===== src/sv/assert_macros.svh =====
// ----------------------------------------------------------------------------
// assert_macros
// Assertion macros used by the RTL of the lookup core.
// ----------------------------------------------------------------------------
// Each macro expects clk_i and rst_ni to be visible where it is used.
`ifndef ASSERT_MACROS_SVH
`define ASSERT_MACROS_SVH

// Check a property on every rising clock edge outside reset.
`define SALC_ASSERT(label, prop, msg) \
  label: assert property (@(posedge clk_i) disable iff (!rst_ni) (prop)) else $error(msg);

// Check that a condition never holds outside reset.
`define SALC_ASSERT_NEVER(label, cond, msg) \
  label: assert property (@(posedge clk_i) disable iff (!rst_ni) !(cond)) else $error(msg);

`endif


===== src/sv/salc_pkg.sv =====
// ----------------------------------------------------------------------------
// salc_pkg
// Geometry, types and codes of the set-associative LRU cache lookup core.
// ----------------------------------------------------------------------------
package salc_pkg;

  // SET_COUNT is a power of two: the set is the low address bits.
  localparam int unsigned SET_COUNT    = 2048;
  localparam int unsigned WAYS         = 16;
  localparam int unsigned ADDRESS_BITS = 42;

  localparam int unsigned ADDR_W   = 42;
  localparam int unsigned COUNT_W  = 48;
  localparam int unsigned SET_BITS = $clog2(SET_COUNT);
  localparam int unsigned SET_W    = (SET_COUNT > 1) ? SET_BITS : 1;
  localparam int unsigned TAG_W    = ADDRESS_BITS - SET_BITS;
  localparam int unsigned RANK_W   = (WAYS > 1) ? $clog2(WAYS) : 1;

  localparam logic [RANK_W-1:0]  LRU_RANK  = RANK_W'(WAYS - 1);
  localparam logic [COUNT_W-1:0] COUNT_MAX = {COUNT_W{1'b1}};
  localparam logic [SET_W-1:0]   SET_MASK  = SET_W'(SET_COUNT - 1);
  localparam logic [SET_W-1:0]   LAST_SET  = SET_W'(SET_COUNT - 1);

  typedef struct packed {
    logic              valid;
    logic [TAG_W-1:0]  tag;
    logic [RANK_W-1:0] rank;
  } line_t;

  typedef line_t [WAYS-1:0] row_t;

  localparam int unsigned ROW_W = $bits(row_t);

  typedef struct packed {
    logic hit;
    logic evicted;
    logic filled;
  } upd_res_t;

  typedef enum logic [1:0] {
    ST_CLEAR,
    ST_IDLE,
    ST_LOOKUP
  } state_e;

endpackage


===== src/sv/salc_update.sv =====
// ----------------------------------------------------------------------------
// salc_update
// Tag match, way choice and rank update of one set's row.
// ----------------------------------------------------------------------------
module salc_update (
  input  salc_pkg::row_t              row_i,
  input  logic [salc_pkg::TAG_W-1:0]  tag_i,
  output salc_pkg::row_t              row_o,
  output salc_pkg::upd_res_t          res_o
);

  logic [salc_pkg::WAYS-1:0]   hit_vec;
  logic [salc_pkg::WAYS-1:0]   free_vec;
  logic [salc_pkg::WAYS-1:0]   lru_vec;
  logic [salc_pkg::RANK_W-1:0] hit_way;
  logic [salc_pkg::RANK_W-1:0] free_way;
  logic [salc_pkg::RANK_W-1:0] lru_way;
  logic [salc_pkg::RANK_W-1:0] way;
  logic [salc_pkg::RANK_W-1:0] limit;
  logic                        hit;
  logic                        have_free;
  logic                        inc;

  // Per-way match vectors
  always_comb begin
    for (int w = 0; w < salc_pkg::WAYS; w++) begin
      hit_vec[w]  = row_i[w].valid && (row_i[w].tag == tag_i);
      free_vec[w] = !row_i[w].valid;
      // A full set holds every rank once: the oldest has the top rank
      lru_vec[w]  = row_i[w].rank == salc_pkg::LRU_RANK;
    end
  end

  // Lowest-numbered way of each vector
  always_comb begin
    hit_way  = '0;
    free_way = '0;
    lru_way  = '0;
    for (int w = salc_pkg::WAYS - 1; w >= 0; w--) begin
      if (hit_vec[w]) begin
        hit_way = salc_pkg::RANK_W'(w);
      end
      if (free_vec[w]) begin
        free_way = salc_pkg::RANK_W'(w);
      end
      if (lru_vec[w]) begin
        lru_way = salc_pkg::RANK_W'(w);
      end
    end
  end

  assign hit       = |hit_vec;
  assign have_free = |free_vec;

  always_comb begin
    if (hit) begin
      way   = hit_way;
      limit = row_i[hit_way].rank;
    end else if (have_free) begin
      way   = free_way;
      limit = salc_pkg::LRU_RANK;
    end else begin
      way   = lru_way;
      limit = salc_pkg::LRU_RANK;
    end
  end

  // Age every valid way younger than the limit; a fill ages all of them
  always_comb begin
    inc = 1'b0;
    for (int w = 0; w < salc_pkg::WAYS; w++) begin
      inc      = row_i[w].valid && ((!hit && have_free) || (row_i[w].rank < limit));
      row_o[w] = row_i[w];
      row_o[w].rank = row_i[w].rank + salc_pkg::RANK_W'(inc);
      if (salc_pkg::RANK_W'(w) == way) begin
        row_o[w].valid = 1'b1;
        row_o[w].tag   = tag_i;
        row_o[w].rank  = '0;
      end
    end
  end

  assign res_o.hit     = hit;
  assign res_o.filled  = !hit && have_free;
  assign res_o.evicted = !hit && !have_free;

endmodule


===== config.mk =====
export PLATFORM = sky130hd
export DESIGN_NAME = salc_update
export DESIGN_NICKNAME = d
export VERILOG_FILES = /design/src/sv/assert_macros.svh /design/src/sv/salc_pkg.sv /design/src/sv/salc_update.sv
export SDC_FILE = /design/constraint.sdc
export NUM_CORES = 1
export LEC_CHECK = 0
export BUFFER_PORTS_ARGS = -buffer_cell sky130_fd_sc_hd__buf_2
export CAP_MARGIN = 15
export CORE_AREA = 2 2 458 460
export DETAILED_ROUTE_END_ITERATION = 8
export DIE_AREA = 0 0 460 462
export GPL_ROUTABILITY_DRIVEN = 1
export GPL_TIMING_DRIVEN = 0
export SETUP_SLACK_MARGIN = 0.3
export SYNTH_ARGS = -nofsm -noshare
export SYNTH_HDL_FRONTEND = slang
export SYNTH_SLANG_ARGS = --single-unit

===== constraint.sdc =====
create_clock -name vclk -period 23.5
set_clock_uncertainty 0.1 [all_clocks]
set_input_delay 4.7 -clock vclk [all_inputs]
set_output_delay 4.7 -clock vclk [all_outputs]
set_load 0.05 [all_outputs]

==> results.md <==
- Cell type group with the largest total delay on the critical path: compound AO/OA/AOI/OAI gates
- Critical Path Most Common Cell: buf_6
- Worst VDD drop: 0.0136 mV
- Die boundary height: 462 um
- Count of fill cells added during filler insertion: ~24000
- Number of global-route vias before repair: 24469
- Die footprint: around 210000 um^2
- Final net count: approximately 4000
- Number of instances resized during post-cts repair: 0
- Count of clock-net buffers in the final layout: 0
- Seq/Total Area, Yosys: 0%
- Count of max-cap constraint violations: 1
- Slew Limit Fails: 3
- Residual DRC: 0
- Area of the core region: between 200000 and 250000 um^2
- Cell taking the most area after synthesis: mux2_2
- Cell types occupying the most area after synthesis: mux2_2, xnor2_1, nand4_1
- Final setup violation count: 0
- Req. time, crit path: roughly 19 ns
- Largest fanout of any net on the critical path: 16
- Count of boundary I/O pins: around 1200
- Top post-synthesis cells by count: xnor2_1, mux2_2, nand4_1, xor2_1, mux2_1
- Class of the tightest hold or removal check: in -> out
- Least-Margin Pin Slew: 1.58 ns
- Horizontal die dimension: around 460 um
- Mapped Nets: 2816
- Worst Setup End Kind: output pin
- Global-route wire length before repair: about 370000 um
- Pwr/cell area: 32.3 nW/um^2
- Number of buffer cells added on primary ports: around 1200
- Hold violation total from the final report: 0
- Failing checks: capacitance limit, slew limit
- Gp weighted congestion: 1.01
- Pin count of the biggest net entering global routing: 17
- Remaining antenna violation count: 0
- FMAX: 0.0561 GHz
- CP max stage cell: nor4_1
- Startpoint Class: primary input
- Std cell rows: ~170
- Count leader, synth: xnor2_1
- Warnings, synthesis: 0
- Capture point of the worst path: row_o[183]
- Final Total Pwr: roughly 0.00090 W
- DRT Pass-1 Iters: 6
- Area occupied by registers: 0 um^2
- Syn-to-layout area delta: 53.6%
- Share of final-layout standard cells stronger than drive strength 1: a little under three fifths
- Via total after detailed routing: 26923
- Tcrit/Tclk final: 75.8%
- Synthesized instance count: 2145
- Antenna violations before repair: 271
- Number of sequential storage elements: 0
- Pre-CTS worst setup slack: 5.93 ns
- Setup TNS after final layout: 0 ns
- Number of DRC violations after detailed-routing iteration 0: ~3400
- Minimum clock period: 17.82 ns
- Synthesized area divided by synthesized cell count: about 8.5 um^2
- Yosys top cell area share: 23.4%
- Stages on the worst setup path: 26
- Critical path buffer and inverter count: 5
- Worst relative slew slack: -6.54%
- Critical path class: in -> out
- Leakage power: about 11 nW
- Summed instance area of the synthesized netlist: 18200 um^2
- Global route total overflow: 0
- Result of the run: finished, violations left
- Timing startpoint of the critical path: tag_i[19]
- Starting density of the core: under 10%
- WL/cell: about 52 um
- Peak per-stage delay on the critical path: 1.32 ns
- Sum of routed wire length over all layers: between 300000 and 400000 um
- CP arrival: about 13 ns
- Vias per cell: roughly 4.4
- Post-CTS setup buffer count: 0
- Setup slack of the critical path after layout: roughly 5.7 ns
- Detailed-placement wirelength estimate: around 280000 um
- Count of hold-fix buffers inserted at cts: 0
- Distinct cell type count of the synthesized netlist: 81
- Unrepaired setup endpoints after global routing: false
- Total routing usage reported by global routing: roughly 29%
[metrics by stage]
stage	cells	hold WS [ns]	util (%)	area, um^2
2_1_floorplan	2145	9.52	-	18200
3_3_place_gp	6020	9.78	13.2	27400
3_5_place_dp	6039	9.78	13.3	27700
4_1_cts	6039	9.78	13.3	27700
5_1_grt	6103	9.79	13.4	27900
6_report	6147	9.78	13.4	28000
[routing by layer]
metal | wire, um | up-vias | share of wire [%] | GRT usage, %
met5 | 496 | - | 0.15 | 0
met4 | 17600 | 76 | 5.5 | 14.1
met3 | 39000 | 606 | 12 | 12.6
met2 | 136000 | 2500 | 42 | 43.3
met1 | 128000 | 13276 | 40 | 34.6
li1 | - | 10465 | - | -
[final cells by class]
cell class	instances	area, um^2	share of cell area [%]
multi-input cells	1937	16800	59.9
repair buffers	1174	6040	21.6
well taps	2720	3400	12.2
plain buffers	196	1460	5.20
diodes	108	270	0.966
inverters	12	45.0	0.161
[kinds of logic after synthesis]
logic type	count (synthesis)	synth area share (%)
AND/OR/NAND/NOR	675	22.0
XOR/XNOR	530	25.5
multiplexers	515	32.9
buffers and inverters	208	8.08
AO/OA/AOI/OAI	140	6.38
adder cells (fa/ha/maj)	77	5.16
[tightest hold or removal path, stage by stage]
cell,delay (ns)
buf_2,0.10
mux2_2,0.13
buf_2,0.25
[worst min path at each step]
| stage | startpoint | cells after the start | endpoint |
|---|---|---|---|
| 2_1_floorplan | row_i[298] | 1 | row_o[298] |
| 3_3_place_gp | row_i[156] | 3 | row_o[156] |
| 3_5_place_dp | row_i[237] | 3 | row_o[237] |
| 4_1_cts | row_i[237] | 3 | row_o[237] |
| 5_1_grt | row_i[237] | 3 | row_o[237] |
| 6_report | row_i[237] | 3 | row_o[237] |
[cells in the final DEF (no fill, tap or decap), types with 17 or more instances in the layout]
| cell | instances |
|---|---|
| mux2_1 | 77 |
| clkbuf_2 | 23 |
| nand3_1 | 32 |
| nand4_1 | 228 |
| nor2b_1 | 24 |
| nor3_1 | 17 |
| xor2_1 | 109 |
| xnor2_1 | 421 |
| a21oi_1 | 22 |
| and2_1 | 46 |
| nor4_1 | 72 |
| buf_2 | 1214 |
| nor2_1 | 76 |
| nand2_1 | 69 |
| diode_2 | 108 |
| mux2_2 | 378 |
| buf_4 | 45 |
| ha_1 | 64 |
| mux2_4 | 50 |
| buf_6 | 61 |
[power by group]
| part | leakage [nW] | switching, W | internal (W) |
|---|---|---|---|
| combinational | 11.3 | 0.000686 | 0.000218 |
| clock | 0.000680 | 0 | 0.000000000459 |
| sequential | 0 | 0 | 0 |
| total | 11.3 | 0.000686 | 0.000218 |
No activity file was read; power rests on OpenSTA's default activity.
