==> src/sv/assert_macros.svh <==
// ----------------------------------------------------------------------------
// assert_macros
// Assertion macros used by the RTL of the lookup core.
// ----------------------------------------------------------------------------
// Each macro expects clk_i and rst_ni to be visible where it is used.
`ifndef ASSERT_MACROS_SVH
`define ASSERT_MACROS_SVH

// Check a property on every rising clock edge outside reset.
`define SALC_ASSERT(label, prop, msg) \
  label: assert property (@(posedge clk_i) disable iff (!rst_ni) (prop)) else $error(msg);

// Check that a condition never holds outside reset.
`define SALC_ASSERT_NEVER(label, cond, msg) \
  label: assert property (@(posedge clk_i) disable iff (!rst_ni) !(cond)) else $error(msg);

`endif

==> src/sv/salc_ram.sv <==
// ----------------------------------------------------------------------------
// salc_ram
// Generic single-write, single-read RAM with a registered read port.
// ----------------------------------------------------------------------------
module salc_ram #(
  parameter int unsigned WIDTH = 8,
  parameter int unsigned DEPTH = 16,
  localparam int unsigned AW = (DEPTH > 1) ? $clog2(DEPTH) : 1
) (
  input  logic             clk_i,
  input  logic             we_i,
  input  logic [AW-1:0]    waddr_i,
  input  logic [WIDTH-1:0] wdata_i,
  input  logic             re_i,
  input  logic [AW-1:0]    raddr_i,
  output logic [WIDTH-1:0] rdata_o
);

  logic [WIDTH-1:0] mem_q [DEPTH];
  logic [WIDTH-1:0] rdata_q;

  always_ff @(posedge clk_i) begin
    if (we_i) begin
      mem_q[waddr_i] <= wdata_i;
    end
  end

  always_ff @(posedge clk_i) begin
    if (re_i) begin
      rdata_q <= mem_q[raddr_i];
    end
  end

  assign rdata_o = rdata_q;

endmodule

==> config.mk <==
export PLATFORM = sky130hd
export DESIGN_NAME = salc_ram
export DESIGN_NICKNAME = d
export VERILOG_FILES = /design/src/sv/assert_macros.svh /design/src/sv/salc_ram.sv
export SDC_FILE = /design/constraint.sdc
export NUM_CORES = 1
export LEC_CHECK = 0
export BUFFER_PORTS_ARGS = -buffer_cell sky130_fd_sc_hd__clkbuf_2
export CELL_PAD_IN_SITES_DETAIL_PLACEMENT = 1
export CELL_PAD_IN_SITES_GLOBAL_PLACEMENT = 1
export CORE_MARGIN = 8
export CORE_UTILIZATION = 40
export DETAILED_ROUTE_END_ITERATION = 8
export PLACE_DENSITY = 0.69
export SETUP_SLACK_MARGIN = 0.02
export SYNTH_ARGS = -nofsm -noshare
export SYNTH_HDL_FRONTEND = slang
export SYNTH_SLANG_ARGS = --single-unit
==> constraint.sdc <==
create_clock -name clk_i -period 2.9 [get_ports clk_i]
set_input_delay 0.87 -clock clk_i [delete_from_list [all_inputs] [get_ports clk_i]]
set_output_delay 0.87 -clock clk_i [all_outputs]
set_load 0.1 [all_outputs]
==> results.md, run 1 <==
- Max Root-Sink Buffers: 2
- Die width: 130 microns
- Final Slew Violations: 0
- Clock sinks: 136
- Cell-internal power: 3.47 mW
- Core ar.: 12700 sq um
- Setup repair bufs after CTS: 0
- Io pins: 27
- Met3 WL: 365 microns
- Logic pwr share: 6.1%
- H-tree levels: 4
- Drt pass-1 iters: 4
- Syn_area_per_cell: 22.8 sq um
- Post-Layout Cell Count: 467
- CP startpoint kind: flip-flop
- Peak supply drop: 355 uV
- Global-route wire length before repair: 16300 microns
- Synth Instances: 229
- Ant. Diodes: 0
- Hold Fails Final Rpt: 0
- Max Cap Viol: 0
- Initial Util: 41.3%
- Synth unique cells: 18
- Ys flop type: edfxtp_1
- Layout cell share with drive strength beyond 1: 30.5%
- Skew final: 0.00845 ns
- GP Congestion: 0.689
- Max Clk Rate: 0.465 GHz
- Pwr/cell area: 718 nW/um^2
- YS warnings: 0
- RSZ-0062 raised after global routing: no
- Crit path kind: flip-flop to primary output
- EDFF count, synth: 136
- Final setup fails: 0
- CP Capture Type: primary output
- Leading area contributor after synthesis: edfxtp_1
- Root buffer cell: clkbuf_16
- M1 WL: 5020 microns
- Vias: 2423
- Port Buffers: 26
- Fin crit period: 2.15 ns
- Clock power frac: 43.8%
- Critical path's slowest cell: clkbuf_2
- CTS Hold Bufs: 0
- TritonCTS clock tree: built
- Initial antenna violation count: 0
- Psw: 974 uW
- Slew margin rel.: 52.4%
- Area growth from synthesis to layout: 18.3%
- Post-synth net total: 248
- Fin util: 48.8%
- Final TNS setup: 0 ns
- ANT nets after route: 0
- Fraction of registers with async set/reset: 0%
- Share of the clock period used by the worst path: 74.1%
- Switch share: 21.9%
- DR WL/cell: 22.8 microns
- Status: finished clean
- Vias per inst: 5.19
- Top cell type's share of synthesized area: 78.1%
- Delay-heaviest family, CP: buffers and inverters
- Seq pwr share: 50.1%
- Worst EP arrival: 1.28 ns
- Pin count of the biggest net entering global routing: 33
- Least-Margin Pin Slew: 0.712 ns
- Grt ovf: 0
- Post-CTS sizing: 0
- Final instance area: 6180 sq um
- GRT Overall Usage: 13.8%
- Final wirelength: 10700 microns
- Crit Path Max Fanout: 1
- Hold WC Path Type: flip-flop to flip-flop
- Pleak: 2.08 nW
- Met2 WL: 5130 microns
- Largest stage delay on the critical path: 0.49 ns
- Clock transition at the registers of the reported paths: 0.05 ns
- Clk_lat worst skew: 0.41 ns
- CP Data Required Time: 2.03 ns
- TritonCTS buffer count: 17
- Residual DRC count: 0
- Placed cells: 435
- Vias in the first global route: 2714
- FF+latch count, synth: 136
- Buf+Inv Stages, Crit Path: 1
- Post-layout net count: 301
- Mapped cell area: 5230 sq um
- Die Y: 130 microns
- Top cells by area, synth: edfxtp_1 (78%), mux4_2 (7.8%), mux4_1 (7.0%)
- Area after DPL: 5650 sq um
- DP HPWL: 6860 microns
- Worst path cell trace: clkbuf_2
- Top layer in use: met4
- Starting DRT DRC Count: 211
- Die Footprint: 17000 sq um
- Std cell rows: 41
- Share of the yosys chip area belonging to registers: 78.1%
[cell families after synthesis]
family	after synthesis	share of synthesized area, %
flip-flops	136	78.1
AND/OR/NAND/NOR	35	3.14
AO/OA/AOI/OAI	16	2.30
buffers and inverters	10	1.65
multiplexers	32	14.8
[registers in the layout (all words and copies together), names as in the netlist]
register and count:
mem_q 128, rdata_o 8
[layout make-up]
class / instances / area [sq um]
sequential: 136 / 4080
clock buffer: 19 / 433
clock inverter: 13 / 105
fill: 1170 / 6490
multi-input combinational: 83 / 1060
timing repair buffer: 44 / 290
tap: 172 / 215
[cells in the mapped netlist, types with 2 or more instances]
| library cell | n |
|---|---|
| buf_2 | 3 |
| nand2_1 | 9 |
| nand2b_1 | 2 |
| a22oi_1 | 16 |
| nand3b_1 | 2 |
| clkdlybuf4s25_2 | 3 |
| edfxtp_1 | 136 |
| nor3_1 | 4 |
| mux4_2 | 18 |
| buf_6 | 3 |
| mux4_1 | 14 |
| nor2_1 | 13 |
[worst register-to-register path: cells and delay by family, from the launching register on]
family | cells | cell delay [ns]
and+or+nand+nor | 1 | 0.08
AOI/OAI and AO/OA | 1 | 0.30
DFF | 1 | 0.38
muxes | 1 | 0.51
[final timing paths]
check	cells past startpoint	endpoint	start	slack [ns]
setup / recovery	1	rdata_o[6]	rdata_o[6]	0.75
setup reg to reg	3	rdata_o[2]	mem_q[1][2]	1.38
hold / removal	3	rdata_o[1]	mem_q[15][1]	0.75
hold reg to reg	3	rdata_o[1]	mem_q[15][1]	0.75
[layout by cell type, fill, tap and decap left out, types with 2 or more instances in the layout]
cell        Yosys  routed
edfxtp_1      136     136
clkbuf_2        0      26
mux4_2         18      18
clkbuf_16       0      17
a22oi_1        16      16
buf_4           1      16
mux4_1         14      14
nor2_1         13      13
nand2_1         9       9
nor3_1          4       4
clkinvlp_4      0       3
clkinv_2        0       3
clkinv_1        0       3
nand3b_1        2       2
nand2b_1        2       2
clkbuf_1        0       2
inv_6           0       2
buf_12          0       2
[power by group through the flow]
stage,combinational (mW),sequential (mW),clock (mW)
final,0.271,2.23,1.94
after global routing,0.290,2.23,2.04
after CTS,0.274,2.23,1.98
after detailed placement,0.273,2.27,0
after global placement,0.267,2.27,0
after floorplan,0.112,2.33,0
[routing by layer]
layer / track usage (%) / vias to the layer above
met4: 6.35 / 0
met2: 21.9 / 50
li1: - / 1091
met1: 17.5 / 1271
met5: 0 / -
met3: 3.63 / 11
[through the flow]
step	setup WS, ns	power, mW	hold WS (ns)
after global placement	0.393	2.53	0.727
after global routing	0.709	4.56	0.792
final	0.750	4.44	0.750
after floorplan	0.537	2.45	0.705
after CTS	0.725	4.48	0.760
after detailed placement	0.391	2.54	0.746
No activity file was read; power rests on OpenSTA's default activity.
==> run 2: changes to the inputs <==
Settings changed: ABC_AREA set to 1, PLACE_DENSITY 0.69 to 0.74.
Clock period 2.9 ns to 2 ns, I/O delays scaled along.
==> run 2 against run 1 <==
Net effect:
- sequential power is 45% higher
- clock skew is 0.0030 ns lower
- combinational power is 86% higher
- first-iteration DRC count is 65% higher
- non-clock buffer count is 5 higher
- critical path type unchanged
- cell count is 69% higher
- synthesized cell count is 140% higher
==> results.md, run 2 <==
- Synth Instances: 551 (+140%)
- Fin util: 46.9% (-1.9 points)
- Largest stage delay on the critical path: 0.48 ns (about the same)
- Cell-internal power: 5.01 mW (+44%)
- Layout cell share with drive strength beyond 1: 12.5% (-18 points)
- Port Buffers: 26 (unchanged)
- Met2 WL: 7350 microns (+43%)
- RSZ-0062 raised after global routing: no
- Die Footprint: 18700 sq um (+10%)
- Leading area contributor after synthesis: edfxtp_1
- Final Slew Violations: 0 (unchanged)
- Worst EP arrival: 1.27 ns (about the same)
- Top cells by area, synth: edfxtp_1 (70%), nand2_1 (11%), nand3_1 (8.3%)
- Status: finished clean
- Final setup fails: 0 (unchanged)
- CP Data Required Time: 1.40 ns (-0.63 ns)
- Core ar.: 14400 sq um (+14%)
- Delay-heaviest family, CP: buffers and inverters
- Post-layout net count: 614 (+100%)
- CTS Hold Bufs: 0 (unchanged)
- Share of the clock period used by the worst path: 93.4%
- Most frequent cell after synthesis: nand2_1
- Final TNS setup: 0 ns (unchanged)
- TritonCTS buffer count: 17 (unchanged)
- Root buffer cell: clkbuf_16
- Vias: 3971 (+64%)
- Post-synth net total: 570 (+130%)
- Global-route wire length before repair: 23800 microns (+46%)
- Fin crit period: 1.87 ns
- Starting DRT DRC Count: 349 (+65%)
- Ys flop type: edfxtp_1
- Logic pwr share: 7.7% (+1.6 points)
- FF+latch count, synth: 136 (unchanged)
- Pwr/cell area: 965 nW/um^2 (+34%)
- Commonest non-fill, non-tap cells in the layout: nand2_1 (173), edfxtp_1 (136), inv_1 (100), nand3_1 (97), clkbuf_2 (26)
- Most common cell after layout, fill and taps aside: nand2_1
- Clock transition at the registers of the reported paths: 0.06 ns (about the same)
- EDFF count, synth: 136 (unchanged)
- Peak supply drop: 534 uV (+50%)
- TritonCTS clock tree: built
- Seq pwr share: 49.5% (-0.6 points)
- Share of the yosys chip area belonging to registers: 69.8% (-8.3 points)
- GRT Overall Usage: 17.1% (+3.3 points)
- Pin count of the biggest net entering global routing: 65 (+97%)
- Top layer in use: met4
- Setup repair bufs after CTS: 0 (unchanged)
- Synth unique cells: 11 (-7)
- M1 WL: 6560 microns (+31%)
- Ant. Diodes: 0 (unchanged)
- Crit Path Max Fanout: 1 (unchanged)
- Fraction of registers with async set/reset: 0% (unchanged)
- H-tree levels: 4 (unchanged)
- Vias in the first global route: 4294 (+58%)
- Max reg flops: 128 (unchanged)
- GP Congestion: 0.786 (+14%)
- Min Hold Slack: 0.594 ns (-0.156 ns)
- Switch share: 23.3% (+1.4 points)
- Crit path kind: flip-flop to primary output
- Io pins: 27 (unchanged)
- Total design power: 6.53 mW (+47%)
- Psw: 1.52 mW (+56%)
- Hold Fails Final Rpt: 0 (unchanged)
- Max Clk Rate: 0.536 GHz
- Area growth from synthesis to layout: 15.8%
- Post-CTS sizing: 0 (unchanged)
- Syn_area_per_cell: 10.6 sq um (-54%)
- Hold WC Path Type: input port to flip-flop
- Skew final: 0.00549 ns (-0.00296 ns)
- Largest Register: mem_q
- Critical path's slowest cell: clkbuf_2
- ANT nets after route: 0 (unchanged)
- Top cell type's share of synthesized area: 69.8% (-8.3 points)
- Most common library cells after synthesis: nand2_1 (173), edfxtp_1 (136), inv_1 (100)
- Die width: 137 microns (+5.0%)
- Initial Util: 40.5% (-0.72 points)
- Vias per inst: 5.02 (-3.2%)
- Clock power frac: 42.8% (-1.0 points)
- Met3 WL: 737 microns (+100%)
- Die Y: 137 microns (+5.0%)
- Clk_lat worst skew: 0.41 ns (about the same)
- YS warnings: 0 (unchanged)
- Grt ovf: 0 (unchanged)
- Residual DRC count: 0 (unchanged)
- CP Capture Type: primary output
- CP startpoint kind: flip-flop
- Buf+Inv Stages, Crit Path: 1 (unchanged)
- Least-Margin Pin Slew: 0.581 ns (-0.132 ns)
- Max Root-Sink Buffers: 2 (unchanged)
- Pleak: 2.92 nW (+41%)
- Worst path cell trace: clkbuf_2
- DP HPWL: 9650 microns (+41%)
- Clock sinks: 136 (unchanged)
- Std cell rows: 44 (+7.3%)
- Drt pass-1 iters: 5 (+1)
- Mapped cell area: 5850 sq um (+12%)
- Max Cap Viol: 0 (unchanged)
- Slew margin rel.: 61.2% (+8.8 points)
- DR WL/cell: 19.0 microns (-17%)
- Final wirelength: 15000 microns (+41%)
- Initial antenna violation count: 0 (unchanged)
## run 2: kinds of logic after synthesis
kind of cell,after synthesis,share of synthesized area [%]
DFF,136,69.8
buffers and inverters,126,9.39
and+or+nand+nor,289,20.8
## run 2: path summary, 6_finish.rpt
path / endpoint / start / depth (start not counted) / slack (ns)
setup reg to reg: rdata_o[2] / mem_q[0][2] / 6 / 0.80
setup / recovery: rdata_o[1] / rdata_o[1] / 1 / 0.13
hold / removal: rdata_o[4] / re_i / 1 / 0.59
hold reg to reg: rdata_o[6] / mem_q[10][6] / 6 / 0.76
## run 2: per-stage QoR
step | area [sq um] | cells | worst slack [ns]
after floorplan | 5850 | 551 | 0.449
after global placement | 6250 | 760 | 0.133
after detailed placement | 6250 | 760 | 0.152
after CTS | 6770 | 791 | 0.108
after global routing | 6770 | 791 | 0.0974
final | 6770 | 791 | 0.133
## run 2: routing by layer
metal,up-vias,global-route usage (%)
li1,1865,-
met1,1963,21.7
met2,118,28.2
met3,25,3.08
met4,0,7.54
met5,-,0
## run 2: final cells by class
type                       instances  area (sq um)
clock buffer                      20           437
tap                              184           230
inverter                         102           383
clock inverter                    11          83.8
fill                            1604          7650
sequential                       136          4080
multi-input combinational        289          1210
timing repair buffer              49           340
## run 2: power groups by stage
stage               Sequential, mW  Clock, mW  Combinational, mW
floorplan                     3.38          0              0.225
global placement              3.29          0              0.490
detailed placement            3.29          0              0.506
CTS                           3.23       2.83              0.510
global route                  3.24       2.95              0.549
finish                        3.23       2.80              0.503
==> run 3: changes to the inputs <==
Settings changed: ABC_AREA 1 to unset, PLACE_DENSITY 0.74 to 0.69.
==> run 3 against run 2 <==
Net effect:
- non-clock buffer count fell by 1
- hold slack improved by 0.017 ns
- largest power group unchanged
- routed wire length fell by 25%
- worst setup slack improved by 0.039 ns
- critical endpoint is now rdata_o[2]
- combinational power fell by 18%
- clock power rose by 8.9%
- clock-buffer cell count fell by 3
==> results.md, run 3 (synthesis results as in run 1) <==
- Status: finished clean
- Area growth from synthesis to layout: 20.1%
- Worst EP arrival: 1.23 ns (-0.04 ns)
- H-tree levels: 4 (unchanged)
- RSZ-0062 raised after global routing: no
- Register-to-Register Setup Slack: 0.42 ns (-0.38 ns)
- Fin util: 49.6% (+2.6 points)
- Hold WC Path Type: input port to flip-flop
- CP Capture Type: primary output
- Global-route wire length before repair: 16900 microns (-29%)
- Max reg flops: 128 (unchanged)
- Setup repair bufs after CTS: 0 (unchanged)
- Final Slew Violations: 0 (unchanged)
- DR WL/cell: 23.8 microns (+26%)
- Die Y: 130 microns (-4.8%)
- Post-CTS sizing: 0 (unchanged)
- Final wirelength: 11200 microns (-25%)
- Initial Util: 41.3% (+0.72 points)
- Max Clk Rate: 0.547 GHz (+2.1%)
- Std cell rows: 41 (-6.8%)
- Worst setup margin: 0.172 ns (+0.0389 ns)
- Fin crit period: 1.83 ns (-0.0389 ns)
- Drt pass-1 iters: 4 (-1)
- Critical path's slowest cell: clkbuf_2
- TritonCTS clock tree: built
- Delay-heaviest family, CP: buffers and inverters
- Root buffer cell: clkbuf_16
- Max Cap Viol: 0 (unchanged)
- Min Hold Slack: 0.611 ns (+0.0169 ns)
- Final instance area: 6280 sq um (-7.3%)
- Pin count of the biggest net entering global routing: 25 (-62%)
- Io pins: 27 (unchanged)
- Ant. Diodes: 0 (unchanged)
- Share of the clock period used by the worst path: 91.4% (-1.9 points)
- Skew final: 0.00630 ns (+0.000815 ns)
- Clock sinks: 136 (unchanged)
- DP HPWL: 7390 microns (-23%)
- Post-Layout Cell Count: 471 (-40%)
- Pwr/cell area: 1070 nW/um^2 (+10%)
- Buf+Inv Stages, Crit Path: 1 (unchanged)
- Area after DPL: 5690 sq um (-8.9%)
- Crit Path Max Fanout: 1 (unchanged)
- Core ar.: 12700 sq um (-12%)
- Least-Margin Pin Slew: 0.856 ns (+0.276 ns)
- Max Root-Sink Buffers: 2 (unchanged)
- Slew margin rel.: 42.7% (-19 points)
- Starting DRT DRC Count: 230 (-34%)
- Most common cell after layout, fill and taps aside: edfxtp_1
- Vias: 2510 (-37%)
- CTS Hold Bufs: 0 (unchanged)
- Final setup fails: 0 (unchanged)
- Post-layout net count: 305 (-50%)
- Placed cells: 439 (-42%)
- Commonest non-fill, non-tap cells in the layout: edfxtp_1 (136), clkbuf_2 (26), buf_4 (19), mux4_2 (18), clkbuf_16 (17)
- Port Buffers: 26 (unchanged)
- Largest Register: mem_q
- Final TNS setup: 0 ns (unchanged)
- Vias per inst: 5.33 (+6.2%)
- Die Footprint: 17000 sq um (-9.4%)
- Grt ovf: 0 (unchanged)
- Pleak: 2.13 nW (-27%)
- Crit path kind: flip-flop to primary output
- CP startpoint kind: flip-flop
- Peak supply drop: 542 uV (+1.5%)
- GP Congestion: 0.729 (-7.3%)
- Layout cell share with drive strength beyond 1: 32.4% (+20 points)
- Clk_lat worst skew: 0.41 ns (about the same)
- GRT Overall Usage: 14.3% (-2.8 points)
- Residual DRC count: 0 (unchanged)
- Dpl ws: -0.223 ns (-0.375 ns)
- ANT nets after route: 0 (unchanged)
- Hold Fails Final Rpt: 0 (unchanged)
- Die width: 130 microns (-4.8%)
- CP Data Required Time: 1.40 ns (about the same)
- Largest stage delay on the critical path: 0.47 ns (about the same)
- Vias in the first global route: 2729 (-36%)
- TritonCTS buffer count: 17 (unchanged)
- Clock transition at the registers of the reported paths: 0.06 ns (about the same)
- Worst path cell trace: clkbuf_2
- Total design power: 6.69 mW (+2.5%)
- Initial antenna violation count: 0 (unchanged)
[run 3: cell count changes in the layout (fill, tap and decap cells not counted), moves of 4 or more]
| cell | change |
|---|---|
| inv_1 | -100 |
| nor2_1 | -4 |
| nand3_1 | -96 |
| mux4_2 | +18 |
| mux4_1 | +14 |
| nand2_1 | -164 |
| a22oi_1 | +16 |
[run 3: path summary, 6_finish.rpt]
kind | start | endpoint | depth (start not counted)
worst max register to register | mem_q[5][3] | rdata_o[3] | 3
worst min register to register | mem_q[12][5] | rdata_o[5] | 3
worst max-delay path | rdata_o[2] | rdata_o[2] | 1
worst min-delay path | re_i | rdata_o[6] | 1
[run 3: layout make-up]
type / count / area, sq um
fillers: 1160 / 6390
clock buffers: 17 / 425
multi-input cells: 83 / 1060
repair buffers: 48 / 333
clock inverters: 15 / 160
flip-flops and latches: 136 / 4080
well taps: 172 / 215
[run 3: report_power, final]
part	internal, mW	total, mW	switching, mW
registers	3.21	3.23	0.0167
clock network	1.94	3.05	1.12
logic	0.131	0.410	0.278
[run 3: routing by layer]
layer	up-vias	GRT usage (%)	routed length (microns)
met5	-	0	0
met4	0	5.53	105
met3	6	4.24	582
met2	67	21.8	5490
met1	1342	19.0	5050
li1	1095	-	-
